File: src/rtl/core/rsmn_pkg.sv
package rsmn_pkg;

    // Field and register widths
    localparam int SAMPLE_W = 16;
    localparam int CC_W     = 7;
    localparam int NOTE_W   = 8;
    localparam int BEND_W   = 15;
    localparam int STICKY_W = 7;

    // Config port
    localparam int ADDR_W = 5;
    localparam int DATA_W = 32;

    // Shared divider: signed dividend / signed divisor, two quotient bits per cycle
    localparam int DVD_W     = 32;
    localparam int DVS_W     = 18;
    localparam int DIV_BITS  = 2;
    localparam int DIV_ITERS = DVD_W / DIV_BITS;
    localparam int COUNT_W   = $clog2(DIV_ITERS);

    // Shared multiplier operand widths
    localparam int MUL_A_W = 18;
    localparam int MUL_B_W = 15;

    // Bend range and reset values
    localparam int BEND_MIN   = -8192;
    localparam int BEND_MAX   = 8192;
    localparam int BEND_SLOPE = 8191;
    localparam logic [SAMPLE_W-1:0] CENTRE_RESET = 16'd400;
    localparam logic [STICKY_W-1:0] STICKY_RESET = 7'd10;

    typedef enum logic [2:0] {
        REG_INPUT_MIN  = 3'd0,
        REG_INPUT_MAX  = 3'd1,
        REG_THRESHOLD  = 3'd2,
        REG_CC_LOW     = 3'd3,
        REG_CC_HIGH    = 3'd4,
        REG_NOTE_LOW   = 3'd5,
        REG_NOTE_HIGH  = 3'd6,
        REG_STICKINESS = 3'd7
    } reg_idx_t;

    typedef enum logic [2:0] {
        S_IDLE,
        S_MUL,
        S_LOAD,
        S_WAIT,
        S_DECIDE,
        S_FINISH
    } state_t;

    typedef enum logic [2:0] {
        OP_CC,
        OP_NOTE,
        OP_STEP,
        OP_MARGIN,
        OP_MID,
        OP_BEND
    } op_t;

endpackage

File: src/rtl/core/rsmn_div.sv
module rsmn_div (
    input  logic                               clk,
    input  logic                               rst_n,
    input  logic                               start,
    input  logic signed [rsmn_pkg::DVD_W-1:0]  dividend,
    input  logic signed [rsmn_pkg::DVS_W-1:0]  divisor,
    output logic                               done,
    output logic signed [rsmn_pkg::DVD_W-1:0]  quotient
);
    import rsmn_pkg::*;

    logic                 busy_reg;
    logic                 fin_reg;
    logic                 done_reg;
    logic [COUNT_W-1:0]   count_reg;
    logic [DVD_W-1:0]     q_reg;
    logic [DVS_W:0]       r_reg;
    logic [DVS_W-1:0]     d_reg;
    logic                 neg_reg;
    logic                 zero_reg;
    logic signed [DVD_W-1:0] quot_reg;

    logic [DVD_W-1:0]     q_next;
    logic [DVS_W:0]       r_next;
    logic [DVS_W:0]       r_try;
    logic [DVD_W-1:0]     dvd_mag;
    logic [DVS_W-1:0]     dvs_mag;

    assign dvd_mag = dividend[DVD_W-1] ? DVD_W'(-dividend) : DVD_W'(dividend);
    assign dvs_mag = divisor[DVS_W-1]  ? DVS_W'(-divisor)  : DVS_W'(divisor);

    // Restoring division, DIV_BITS steps per cycle on magnitudes
    always_comb
    begin
        r_next = r_reg;
        q_next = q_reg;
        r_try  = '0;
        for (int i = 0; i < DIV_BITS; i++)
        begin
            r_try = {r_next[DVS_W-1:0], q_next[DVD_W-1]};
            if (r_try >= {1'b0, d_reg})
            begin
                r_next = r_try - {1'b0, d_reg};
                q_next = {q_next[DVD_W-2:0], 1'b1};
            end
            else
            begin
                r_next = r_try;
                q_next = {q_next[DVD_W-2:0], 1'b0};
            end
        end
    end

    always_ff @(posedge clk or negedge rst_n)
    begin
        if (!rst_n)
        begin
            busy_reg  <= 1'b0;
            fin_reg   <= 1'b0;
            done_reg  <= 1'b0;
            count_reg <= '0;
        end
        else
        begin
            done_reg <= fin_reg;
            // last step runs on the count of zero
            fin_reg  <= busy_reg && !start && (count_reg == '0);
            if (start)
            begin
                busy_reg  <= 1'b1;
                count_reg <= COUNT_W'(DIV_ITERS - 1);
            end
            else if (busy_reg)
            begin
                count_reg <= count_reg - 1'b1;
                if (count_reg == '0)
                    busy_reg <= 1'b0;
            end
        end
    end

    always_ff @(posedge clk)
    begin
        if (start)
        begin
            q_reg    <= dvd_mag;
            r_reg    <= '0;
            d_reg    <= dvs_mag;
            neg_reg  <= dividend[DVD_W-1] ^ divisor[DVS_W-1];
            zero_reg <= (divisor == '0);
        end
        else if (busy_reg)
        begin
            q_reg <= q_next;
            r_reg <= r_next;
        end
        // truncating signed quotient; divide by zero gives zero
        if (fin_reg)
        begin
            priority if (zero_reg)
                quot_reg <= '0;
            else if (neg_reg)
                quot_reg <= -signed'(q_reg);
            else
                quot_reg <= signed'(q_reg);
        end
    end

    assign done     = done_reg;
    assign quotient = quot_reg;

endmodule

File: src/rtl/core/ribbon_sensor_to_midi_note_top.sv
// Channel  | Handshake                   | Payload
// ---------+-----------------------------+--------------------------------------
// sample   | in_valid  / in_stall (out)  | sample[15:0]
// result   | out_valid / out_stall (in)  | cc_value[6:0], note[7:0] s, pitch_bend[14:0] s
// config   | APB psel/penable/pwrite     | paddr[4:2] register, pwdata, prdata
//
// One sample at a time. Each map is one pass through a shared 18x15 multiplier and, but for
// the hysteresis midpoint, a shared radix-4 divider. A released sample maps CC only; a
// touched one adds note and bend, and a note change under hysteresis test also maps step,
// margin and midpoint. in_stall is high from accept until the result transfer is loaded
// into the output register; a stalled result holds while the next sample runs.
// Reset (rst_n, async, active low) restores default calibration, note -1, bend 0, centre 400.
module ribbon_sensor_to_midi_note_top (
    input  logic                                  clk,
    input  logic                                  rst_n,
    input  logic                                  psel,
    input  logic                                  penable,
    input  logic                                  pwrite,
    input  logic [rsmn_pkg::ADDR_W-1:0]           paddr,
    input  logic [rsmn_pkg::DATA_W-1:0]           pwdata,
    output logic [rsmn_pkg::DATA_W-1:0]           prdata,
    output logic                                  pready,
    input  logic                                  in_valid,
    output logic                                  in_stall,
    input  logic [rsmn_pkg::SAMPLE_W-1:0]         sample,
    output logic                                  out_valid,
    input  logic                                  out_stall,
    output logic [rsmn_pkg::CC_W-1:0]             cc_value,
    output logic signed [rsmn_pkg::NOTE_W-1:0]    note,
    output logic signed [rsmn_pkg::BEND_W-1:0]    pitch_bend
);
    import rsmn_pkg::*;

    // ---------------- configuration registers ----------------
    logic [SAMPLE_W-1:0] input_min_reg;
    logic [SAMPLE_W-1:0] input_max_reg;
    logic [SAMPLE_W-1:0] threshold_reg;
    logic [CC_W-1:0]     cc_low_reg;
    logic [CC_W-1:0]     cc_high_reg;
    logic [CC_W-1:0]     note_low_reg;
    logic [CC_W-1:0]     note_high_reg;
    logic [STICKY_W-1:0] sticky_reg;

    logic     cfg_write;
    reg_idx_t cfg_idx;

    assign pready    = 1'b1;
    assign cfg_write = psel && penable && pwrite;
    assign cfg_idx   = reg_idx_t'(paddr[ADDR_W-1:2]);

    always_ff @(posedge clk or negedge rst_n)
    begin
        if (!rst_n)
        begin
            input_min_reg <= '0;
            input_max_reg <= '1;
            threshold_reg <= '0;
            cc_low_reg    <= '0;
            cc_high_reg   <= '1;
            note_low_reg  <= '0;
            note_high_reg <= '1;
            sticky_reg    <= STICKY_RESET;
        end
        else if (cfg_write)
        begin
            unique case (cfg_idx)
                REG_INPUT_MIN:  input_min_reg <= pwdata[SAMPLE_W-1:0];
                REG_INPUT_MAX:  input_max_reg <= pwdata[SAMPLE_W-1:0];
                REG_THRESHOLD:  threshold_reg <= pwdata[SAMPLE_W-1:0];
                REG_CC_LOW:     cc_low_reg    <= pwdata[CC_W-1:0];
                REG_CC_HIGH:    cc_high_reg   <= pwdata[CC_W-1:0];
                REG_NOTE_LOW:   note_low_reg  <= pwdata[CC_W-1:0];
                REG_NOTE_HIGH:  note_high_reg <= pwdata[CC_W-1:0];
                REG_STICKINESS: sticky_reg    <= pwdata[STICKY_W-1:0];
                default: ;
            endcase
        end
    end

    always_comb
    begin
        unique case (cfg_idx)
            REG_INPUT_MIN:  prdata = DATA_W'(input_min_reg);
            REG_INPUT_MAX:  prdata = DATA_W'(input_max_reg);
            REG_THRESHOLD:  prdata = DATA_W'(threshold_reg);
            REG_CC_LOW:     prdata = DATA_W'(cc_low_reg);
            REG_CC_HIGH:    prdata = DATA_W'(cc_high_reg);
            REG_NOTE_LOW:   prdata = DATA_W'(note_low_reg);
            REG_NOTE_HIGH:  prdata = DATA_W'(note_high_reg);
            REG_STICKINESS: prdata = DATA_W'(sticky_reg);
            default:        prdata = '0;
        endcase
    end

    // ---------------- sequencer ----------------
    state_t state_reg, state_next;
    op_t    op_reg, op_next;

    logic in_accept;
    logic out_free;
    logic out_load;
    logic div_start;
    logic div_done;
    logic signed [DVD_W-1:0] div_q;

    // ---------------- datapath state ----------------
    logic [SAMPLE_W-1:0]        c_reg;        // clamped sample
    logic signed [DVD_W-1:0]    prod_reg;
    logic [CC_W-1:0]            cc_reg;
    logic [CC_W-1:0]            nn_reg;       // candidate note
    logic signed [DVS_W-1:0]    step_reg;
    logic signed [DVS_W-1:0]    margin_reg;
    logic                       below_reg;    // sample at or below bend centre
    logic signed [NOTE_W-1:0]   note_reg;
    logic signed [BEND_W-1:0]   bend_reg;
    logic [SAMPLE_W-1:0]        centre_reg;

    logic                       out_valid_reg;
    logic [CC_W-1:0]            cc_out_reg;
    logic signed [NOTE_W-1:0]   note_out_reg;
    logic signed [BEND_W-1:0]   bend_out_reg;

    // ---------------- combinational helpers ----------------
    logic [SAMPLE_W-1:0]        clamp_c;
    logic signed [MUL_A_W-1:0]  c18, lo18, hi18, ctr18, ctr_eff18;
    logic signed [MUL_B_W-1:0]  ccl15, cch15, nl15, nh15, cur15;
    logic [SAMPLE_W-1:0]        ctr_eff;
    logic                       below_now;
    logic                       touched;
    logic [CC_W-1:0]            nn_now;
    logic                       hyst_now;

    logic signed [MUL_A_W-1:0]  mul_a;
    logic signed [MUL_B_W-1:0]  mul_b;
    logic signed [MUL_A_W+MUL_B_W-1:0] mul_p;
    logic signed [DVS_W-1:0]    div_d;

    logic signed [DVS_W-1:0]    step_adj;
    logic signed [DVS_W-1:0]    half;
    logic signed [DVD_W-1:0]    half32, margin32, c32, mid32, up_th, dn_th;
    logic signed [DVD_W-1:0]    bend_full, bend_sat;

    always_comb
    begin
        priority if (sample < input_min_reg)
            clamp_c = input_min_reg;
        else if (sample > input_max_reg)
            clamp_c = input_max_reg;
        else
            clamp_c = sample;
    end

    assign c18   = signed'({2'b00, c_reg});
    assign lo18  = signed'({2'b00, input_min_reg});
    assign hi18  = signed'({2'b00, input_max_reg});
    assign ctr18 = signed'({2'b00, centre_reg});
    assign ccl15 = signed'({8'd0, cc_low_reg});
    assign cch15 = signed'({8'd0, cc_high_reg});
    assign nl15  = signed'({8'd0, note_low_reg});
    assign nh15  = signed'({8'd0, note_high_reg});
    assign cur15 = MUL_B_W'(note_reg);

    // a fresh centre is taken whenever the stored bend is zero
    assign ctr_eff   = (bend_reg == '0) ? c_reg : centre_reg;
    assign ctr_eff18 = signed'({2'b00, ctr_eff});
    assign below_now = (c_reg <= ctr_eff);
    assign touched   = (c_reg > threshold_reg);

    assign nn_now   = div_q[CC_W-1:0] + note_low_reg;
    assign hyst_now = (note_reg > 8'sd0) && (nn_now != note_reg[CC_W-1:0]);

    // shared multiplier operand select
    always_comb
    begin
        unique case (op_reg)
            OP_CC:
            begin
                mul_a = c18 - lo18;
                mul_b = cch15 - ccl15;
            end
            OP_NOTE:
            begin
                mul_a = c18 - lo18;
                mul_b = nh15 - nl15;
            end
            OP_STEP:
            begin
                mul_a = hi18 - lo18;
                mul_b = MUL_B_W'(1);
            end
            OP_MARGIN:
            begin
                mul_a = step_reg;
                mul_b = MUL_B_W'(1);
            end
            OP_MID:
            begin
                mul_a = step_reg;
                mul_b = cur15 - nl15;
            end
            OP_BEND:
            begin
                mul_a = c18 - ctr_eff18;
                mul_b = below_now ? MUL_B_W'(-BEND_SLOPE) : MUL_B_W'(BEND_SLOPE);
            end
            default:
            begin
                mul_a = '0;
                mul_b = '0;
            end
        endcase
    end

    assign mul_p = mul_a * mul_b;

    // divisor select
    always_comb
    begin
        unique case (op_reg)
            OP_CC, OP_NOTE: div_d = hi18 - lo18;
            OP_STEP:        div_d = signed'({3'b000, nh15}) - signed'({3'b000, nl15});
            OP_MARGIN:      div_d = signed'({11'd0, sticky_reg});
            OP_BEND:        div_d = below_reg ? (lo18 - ctr18) : (hi18 - ctr18);
            default:        div_d = '0;
        endcase
    end

    // hysteresis band edges: half rounds toward zero
    assign step_adj = step_reg + signed'({{(DVS_W-1){1'b0}}, step_reg[DVS_W-1]});
    assign half     = step_adj >>> 1;
    assign half32   = DVD_W'(half);
    assign margin32 = DVD_W'(margin_reg);
    assign c32      = signed'({16'd0, c_reg});
    assign mid32    = prod_reg + half32;
    assign up_th    = mid32 + (half32 + margin32);
    assign dn_th    = mid32 - (half32 + margin32);

    // bend offset and saturation
    assign bend_full = div_q + (below_reg ? -32'sd1 : 32'sd1);
    always_comb
    begin
        priority if (bend_full < BEND_MIN)
            bend_sat = BEND_MIN;
        else if (bend_full > BEND_MAX)
            bend_sat = BEND_MAX;
        else
            bend_sat = bend_full;
    end

    rsmn_div u_div (
        .clk      (clk),
        .rst_n    (rst_n),
        .start    (div_start),
        .dividend (prod_reg),
        .divisor  (div_d),
        .done     (div_done),
        .quotient (div_q)
    );

    // next state
    always_comb
    begin
        state_next = state_reg;
        op_next    = op_reg;
        unique case (state_reg)
            S_IDLE:
            begin
                if (in_valid)
                begin
                    state_next = S_MUL;
                    op_next    = OP_CC;
                end
            end
            S_MUL:
            begin
                state_next = (op_reg == OP_MID) ? S_DECIDE : S_LOAD;
            end
            S_LOAD:
            begin
                state_next = S_WAIT;
            end
            S_WAIT:
            begin
                if (div_done)
                begin
                    unique case (op_reg)
                        OP_CC:
                        begin
                            state_next = touched ? S_MUL : S_FINISH;
                            op_next    = OP_NOTE;
                        end
                        OP_NOTE:
                        begin
                            state_next = S_MUL;
                            op_next    = hyst_now ? OP_STEP : OP_BEND;
                        end
                        OP_STEP:
                        begin
                            state_next = S_MUL;
                            op_next    = OP_MARGIN;
                        end
                        OP_MARGIN:
                        begin
                            state_next = S_MUL;
                            op_next    = OP_MID;
                        end
                        OP_BEND:
                        begin
                            state_next = S_FINISH;
                        end
                        default:
                        begin
                            state_next = S_FINISH;
                        end
                    endcase
                end
            end
            S_DECIDE:
            begin
                state_next = S_MUL;
                op_next    = OP_BEND;
            end
            S_FINISH:
            begin
                if (out_free)
                    state_next = S_IDLE;
            end
            default:
            begin
                state_next = S_IDLE;
            end
        endcase
    end

    // sequencer outputs
    always_comb
    begin
        in_stall  = (state_reg != S_IDLE);
        div_start = (state_reg == S_LOAD);
        out_load  = (state_reg == S_FINISH) && out_free;
    end

    assign in_accept = in_valid && !in_stall;
    assign out_free  = !out_valid_reg || !out_stall;

    always_ff @(posedge clk or negedge rst_n)
    begin
        if (!rst_n)
        begin
            state_reg     <= S_IDLE;
            op_reg        <= OP_CC;
            out_valid_reg <= 1'b0;
            note_reg      <= -8'sd1;
            bend_reg      <= '0;
            centre_reg    <= CENTRE_RESET;
        end
        else
        begin
            state_reg <= state_next;
            op_reg    <= op_next;

            if (out_load)
                out_valid_reg <= 1'b1;
            else if (!out_stall)
                out_valid_reg <= 1'b0;

            if (state_reg == S_MUL && op_reg == OP_BEND)
                centre_reg <= ctr_eff;

            if (div_done && op_reg == OP_CC && !touched)
            begin
                note_reg <= -8'sd1;
                bend_reg <= '0;
            end

            if (div_done && op_reg == OP_NOTE && !hyst_now)
                note_reg <= signed'({1'b0, nn_now});

            // note moves only once the sample clears the band plus margin
            if (state_reg == S_DECIDE)
            begin
                if (nn_reg > note_reg[CC_W-1:0])
                begin
                    if (c32 > up_th)
                        note_reg <= signed'({1'b0, nn_reg});
                end
                else if (c32 < dn_th)
                begin
                    note_reg <= signed'({1'b0, nn_reg});
                end
            end

            if (div_done && op_reg == OP_BEND)
                bend_reg <= BEND_W'(bend_sat);
        end
    end

    always_ff @(posedge clk)
    begin
        if (in_accept)
            c_reg <= clamp_c;
        if (state_reg == S_MUL)
            prod_reg <= mul_p[DVD_W-1:0];
        if (state_reg == S_MUL && op_reg == OP_BEND)
            below_reg <= below_now;
        if (div_done)
        begin
            unique case (op_reg)
                OP_CC:     cc_reg     <= div_q[CC_W-1:0] + cc_low_reg;
                OP_NOTE:   nn_reg     <= nn_now;
                OP_STEP:   step_reg   <= div_q[DVS_W-1:0];
                OP_MARGIN: margin_reg <= div_q[DVS_W-1:0];
                default: ;
            endcase
        end
        if (out_load)
        begin
            cc_out_reg   <= cc_reg;
            note_out_reg <= note_reg;
            bend_out_reg <= bend_reg;
        end
    end

    assign out_valid  = out_valid_reg;
    assign cc_value   = cc_out_reg;
    assign note       = note_out_reg;
    assign pitch_bend = bend_out_reg;

    // ---------------- assertions ----------------
    a_out_from_finish: assert property (@(posedge clk) disable iff (!rst_n)
        $rose(out_valid) |-> $past(state_reg == S_FINISH))
        else $error("result raised outside finish state");

    a_release_no_bend: assert property (@(posedge clk) disable iff (!rst_n)
        (out_valid && note == -8'sd1) |-> (pitch_bend == '0))
        else $error("released result carries a bend");

    a_bend_range: assert property (@(posedge clk) disable iff (!rst_n)
        out_valid |-> ((pitch_bend >= -15'sd8192) && (pitch_bend <= 15'sd8192)))
        else $error("pitch bend out of range");

    a_done_in_wait: assert property (@(posedge clk) disable iff (!rst_n)
        div_done |-> (state_reg == S_WAIT))
        else $error("divider finished while sequencer not waiting");

endmodule
File: config.mk
export PLATFORM = sky130hd
export DESIGN_NAME = ribbon_sensor_to_midi_note_top
export DESIGN_NICKNAME = d
export VERILOG_FILES = /design/src/rtl/core/rsmn_pkg.sv /design/src/rtl/core/rsmn_div.sv /design/src/rtl/core/ribbon_sensor_to_midi_note_top.sv
export SDC_FILE = /design/constraint.sdc
export NUM_CORES = 2
export LEC_CHECK = 0
export ABC_AREA = 1
export BUFFER_PORTS_ARGS = -buffer_cell sky130_fd_sc_hd__buf_4
export CORE_MARGIN = 4
export CORE_UTILIZATION = 51
export DETAILED_ROUTE_END_ITERATION = 7
export GPL_ROUTABILITY_DRIVEN = 0
export PLACE_DENSITY_LB_ADDON = 0.08
export SKIP_CTS_REPAIR_TIMING = 1
export SYNTH_ARGS = -nofsm -noshare
export SYNTH_HDL_FRONTEND = slang
export SYNTH_SLANG_ARGS = --single-unit
export TNS_END_PERCENT = 10
File: constraint.sdc
create_clock -name clk -period 11.3 [get_ports clk]
set_input_delay 0.565 -clock clk [delete_from_list [all_inputs] [get_ports clk]]
set_output_delay 0.565 -clock clk [all_outputs]
set_load 0.05 [all_outputs]
==> flow_summary.yaml <==
critical_path:
  critPathMaxFanout: 10
  r2r_slack_ns: 1.62
  cp-end-kind: "flop"
  start_kind: "flop"
  cpMostUsedCell: "inv_1"
  cp_slowest_stage_delay_ns: 0.55
  arrival_ns: 10.05
  criticalPathCategory: "reg2reg"
  slowest_stage: "fa_1"
  required_ns: 11.67
timing:
  fin_crit_sh_pct: 85.7
  setup_viol: 0
  max_freq_mhz: 103
  slew_violations: 0
  tns_ns: 0
  relSlewSlack_pct: 28.5
  setup_slack_ns: 1.62
  min_period_ns: 9.68
  fin_skew_ns: 0.0459
  hold_viol_final: 0
  grt_setup_unrepaired: "no"
  max_slew.worst_pin.slew_ns: 1.07
place:
  port_buffers: 89
  dp_cells: 7248
  dpl_worst_slack_ns: 1.68
  dpl.hpwl_um: 112000
  placed_cell_area_um2: 46300
job:
  cap_violations: 0
synth:
  synthFlopType: "edfxtp_1"
  netlist_instances: 6080
  yosysMostFrequentCell: "nand2_1"
  synth_area_um2: 44500
  synth-seq-cells: 367
  syn_avg_cell_area_um2: 7.32
  netlist.area_leader.share_pct: 14.4
  async_flop_share_pct: 37.1
  synth.top_cells.by_count: "1433 x nand2_1, 1057 x inv_1, 479 x nor2_1"
  yosysWarningCount: 0
  synth_edf_count: 213
  synth_area_leaders: "edfxtp_1 14%, ha_1 13%, nand2_1 12%, fa_1 12%, inv_1 8.9%"
  synth.distinct_cells: 83
  synth_seq_area_share_pct: 23.0
  yosys.area.top_type: "edfxtp_1"
floorplanning:
  start_util_pct: 51.4
  rows: 108
  fp.dieH_um: 303
  die_area_um2: 92000
  die_width_um: 303
  io_pins: 125
  core_area_um2: 86600
clock_tree:
  cts_inserted_buffers: 45
  cts_tree: "yes"
  clk_pin_slew_worst_paths_ns: 0.06
  htreeDepth: 2
  cts_root_buf: "clkbuf_16"
  clkLatencyLatePin_ns: 0.64
  clkSinkCount: 367
  cts_buffer_depth: 3
final_layout:
  multi_input_area_um2: 29600
  nNetsFinal: 6917
  regArea_um2: 10200
  layout-drive-gt1-share_pct: 6.04
  layout.cells.non_filler: 7335
  fillers: 8500
  areaGrowthSynthToFinish_pct: 7.59
  finalInstanceArea_um2: 47900
detailed_routing:
  wl_per_cell_um: 18.6
  dr.pass1.iters: 6
  wirelength_um: 137000
  postRouteAntennaNets: 0
  via_per_inst: 5.51
  vias: 40452
  drc: 0
  drt_iter0_drc: 3264
global_routing:
  grt_first_pass_wirelength_um: 214000
  gr-total-overflow: 0
  grt_pass1_vias: 38650
  track_usage_pct: 29.8
  grt_max_degree: 83
  antenna_found_initial: 8
status:
  status: "finished, final reports clean"
min_path:
  hold_path.class: "in2async"
-- path summary, 6_finish.rpt --
| path | from | to | cells past startpoint |
|---|---|---|---|
| worst max register to register | bend_reg[14]$_DFFE_PN0P_ | prod_reg[28]$_DFFE_PN_ | 40 |
| worst max-delay path | bend_reg[14]$_DFFE_PN0P_ | prod_reg[28]$_DFFE_PN_ | 40 |
| worst min-delay path | rst_n | cc_low_reg[0]$_DFFE_PN0P_ | 1 |
| max in group asynchronous | rst_n | bend_reg[10]$_DFFE_PN0P_ | 2 |
| worst min register to register | cc_reg[1]$_DFFE_PP_ | cc_value[1]$_DFFE_PP_ | 0 |
| min in group clk | pwdata[3] | note_low_reg[3]$_DFFE_PN0P_ | 3 |
-- routing by layer --
metal	routed length [um]	global-route usage, %
met5	56	0
met4	5210	10.2
met3	11300	5.89
met2	60900	48.1
met1	59300	40.4
-- stage by stage --
stage	util [%]	hold WS [ns]
floorplan	-	0.269
global placement	53.5	0.404
detailed placement	53.5	0.406
CTS	55.3	0.0242
global route	55.3	0.0653
finish	55.3	0.0154
-- worst max-delay path, delay by kind of cell, from the launching register on --
family | cells | cell delay [ns]
simple gates | 12 | 1.95
flops | 1 | 0.40
fa+ha+maj | 9 | 4.05
buf+inv | 8 | 0.43
compound gates | 10 | 2.46
xor+xnor | 1 | 0.15
-- cells by family (layout without fill, tap and decap cells) --
kind of cell	Yosys count	count (layout)	share of synthesized area, %
AOI/OAI and AO/OA	1032	1032	13.1
xor gates and xnor gates	246	246	4.97
adders and majority gates	717	717	24.7
buffers and inverters	1217	1298	10.6
DFF	367	367	23.0
other	2	21	0.0169
and+or+nand+nor	2499	2499	23.7
-- area by class of cell --
cell class                 instances  area share [%]
inverter                        1090            8.55
clock inverter                    35           0.787
tap                             1155            3.02
sequential                       367            21.3
clock buffer                      49            2.43
antenna                            3          0.0157
timing repair buffer             124            1.95
multi-input combinational       4512            61.9
-- placed cells by master, fill, tap and decap left out, types with 8 or more instances in the layout --
cell type / synthesis / layout
inv_2: 24 / 25
a31oi_1: 17 / 17
nand2_1: 1433 / 1433
conb_1: 2 / 18
clkinv_1: 8 / 14
a211oi_1: 13 / 13
ha_1: 449 / 449
clkbuf_16: 0 / 45
nand4_1: 71 / 71
o21ai_1: 34 / 34
a21o_1: 27 / 27
dfxtp_1: 18 / 18
o21bai_1: 28 / 28
nor2_1: 479 / 478
xor2_1: 173 / 173
nor2_2: 9 / 9
nor4_1: 21 / 21
fa_1: 268 / 268
dfrtp_1: 93 / 93
o2111ai_1: 8 / 8
edfxtp_1: 213 / 213
nand2_2: 20 / 20
o21a_1: 16 / 16
nand3b_1: 20 / 20
buf_4: 22 / 123
o21ai_0: 383 / 383
a221oi_1: 13 / 13
nor3_1: 95 / 94
inv_1: 1057 / 1056
clkinv_2: 0 / 11
o31ai_1: 9 / 9
o211ai_1: 12 / 12
o221ai_1: 15 / 15
nand3_1: 285 / 285
a21boi_0: 11 / 11
dfstp_2: 43 / 43
a21oi_1: 393 / 392
o22ai_1: 16 / 16
xnor2_1: 68 / 68
or2_2: 23 / 23
Power is left out: the tool's default activity adds up to more than one toggle a clock period on the data nets, which glitch-free logic cannot reach.
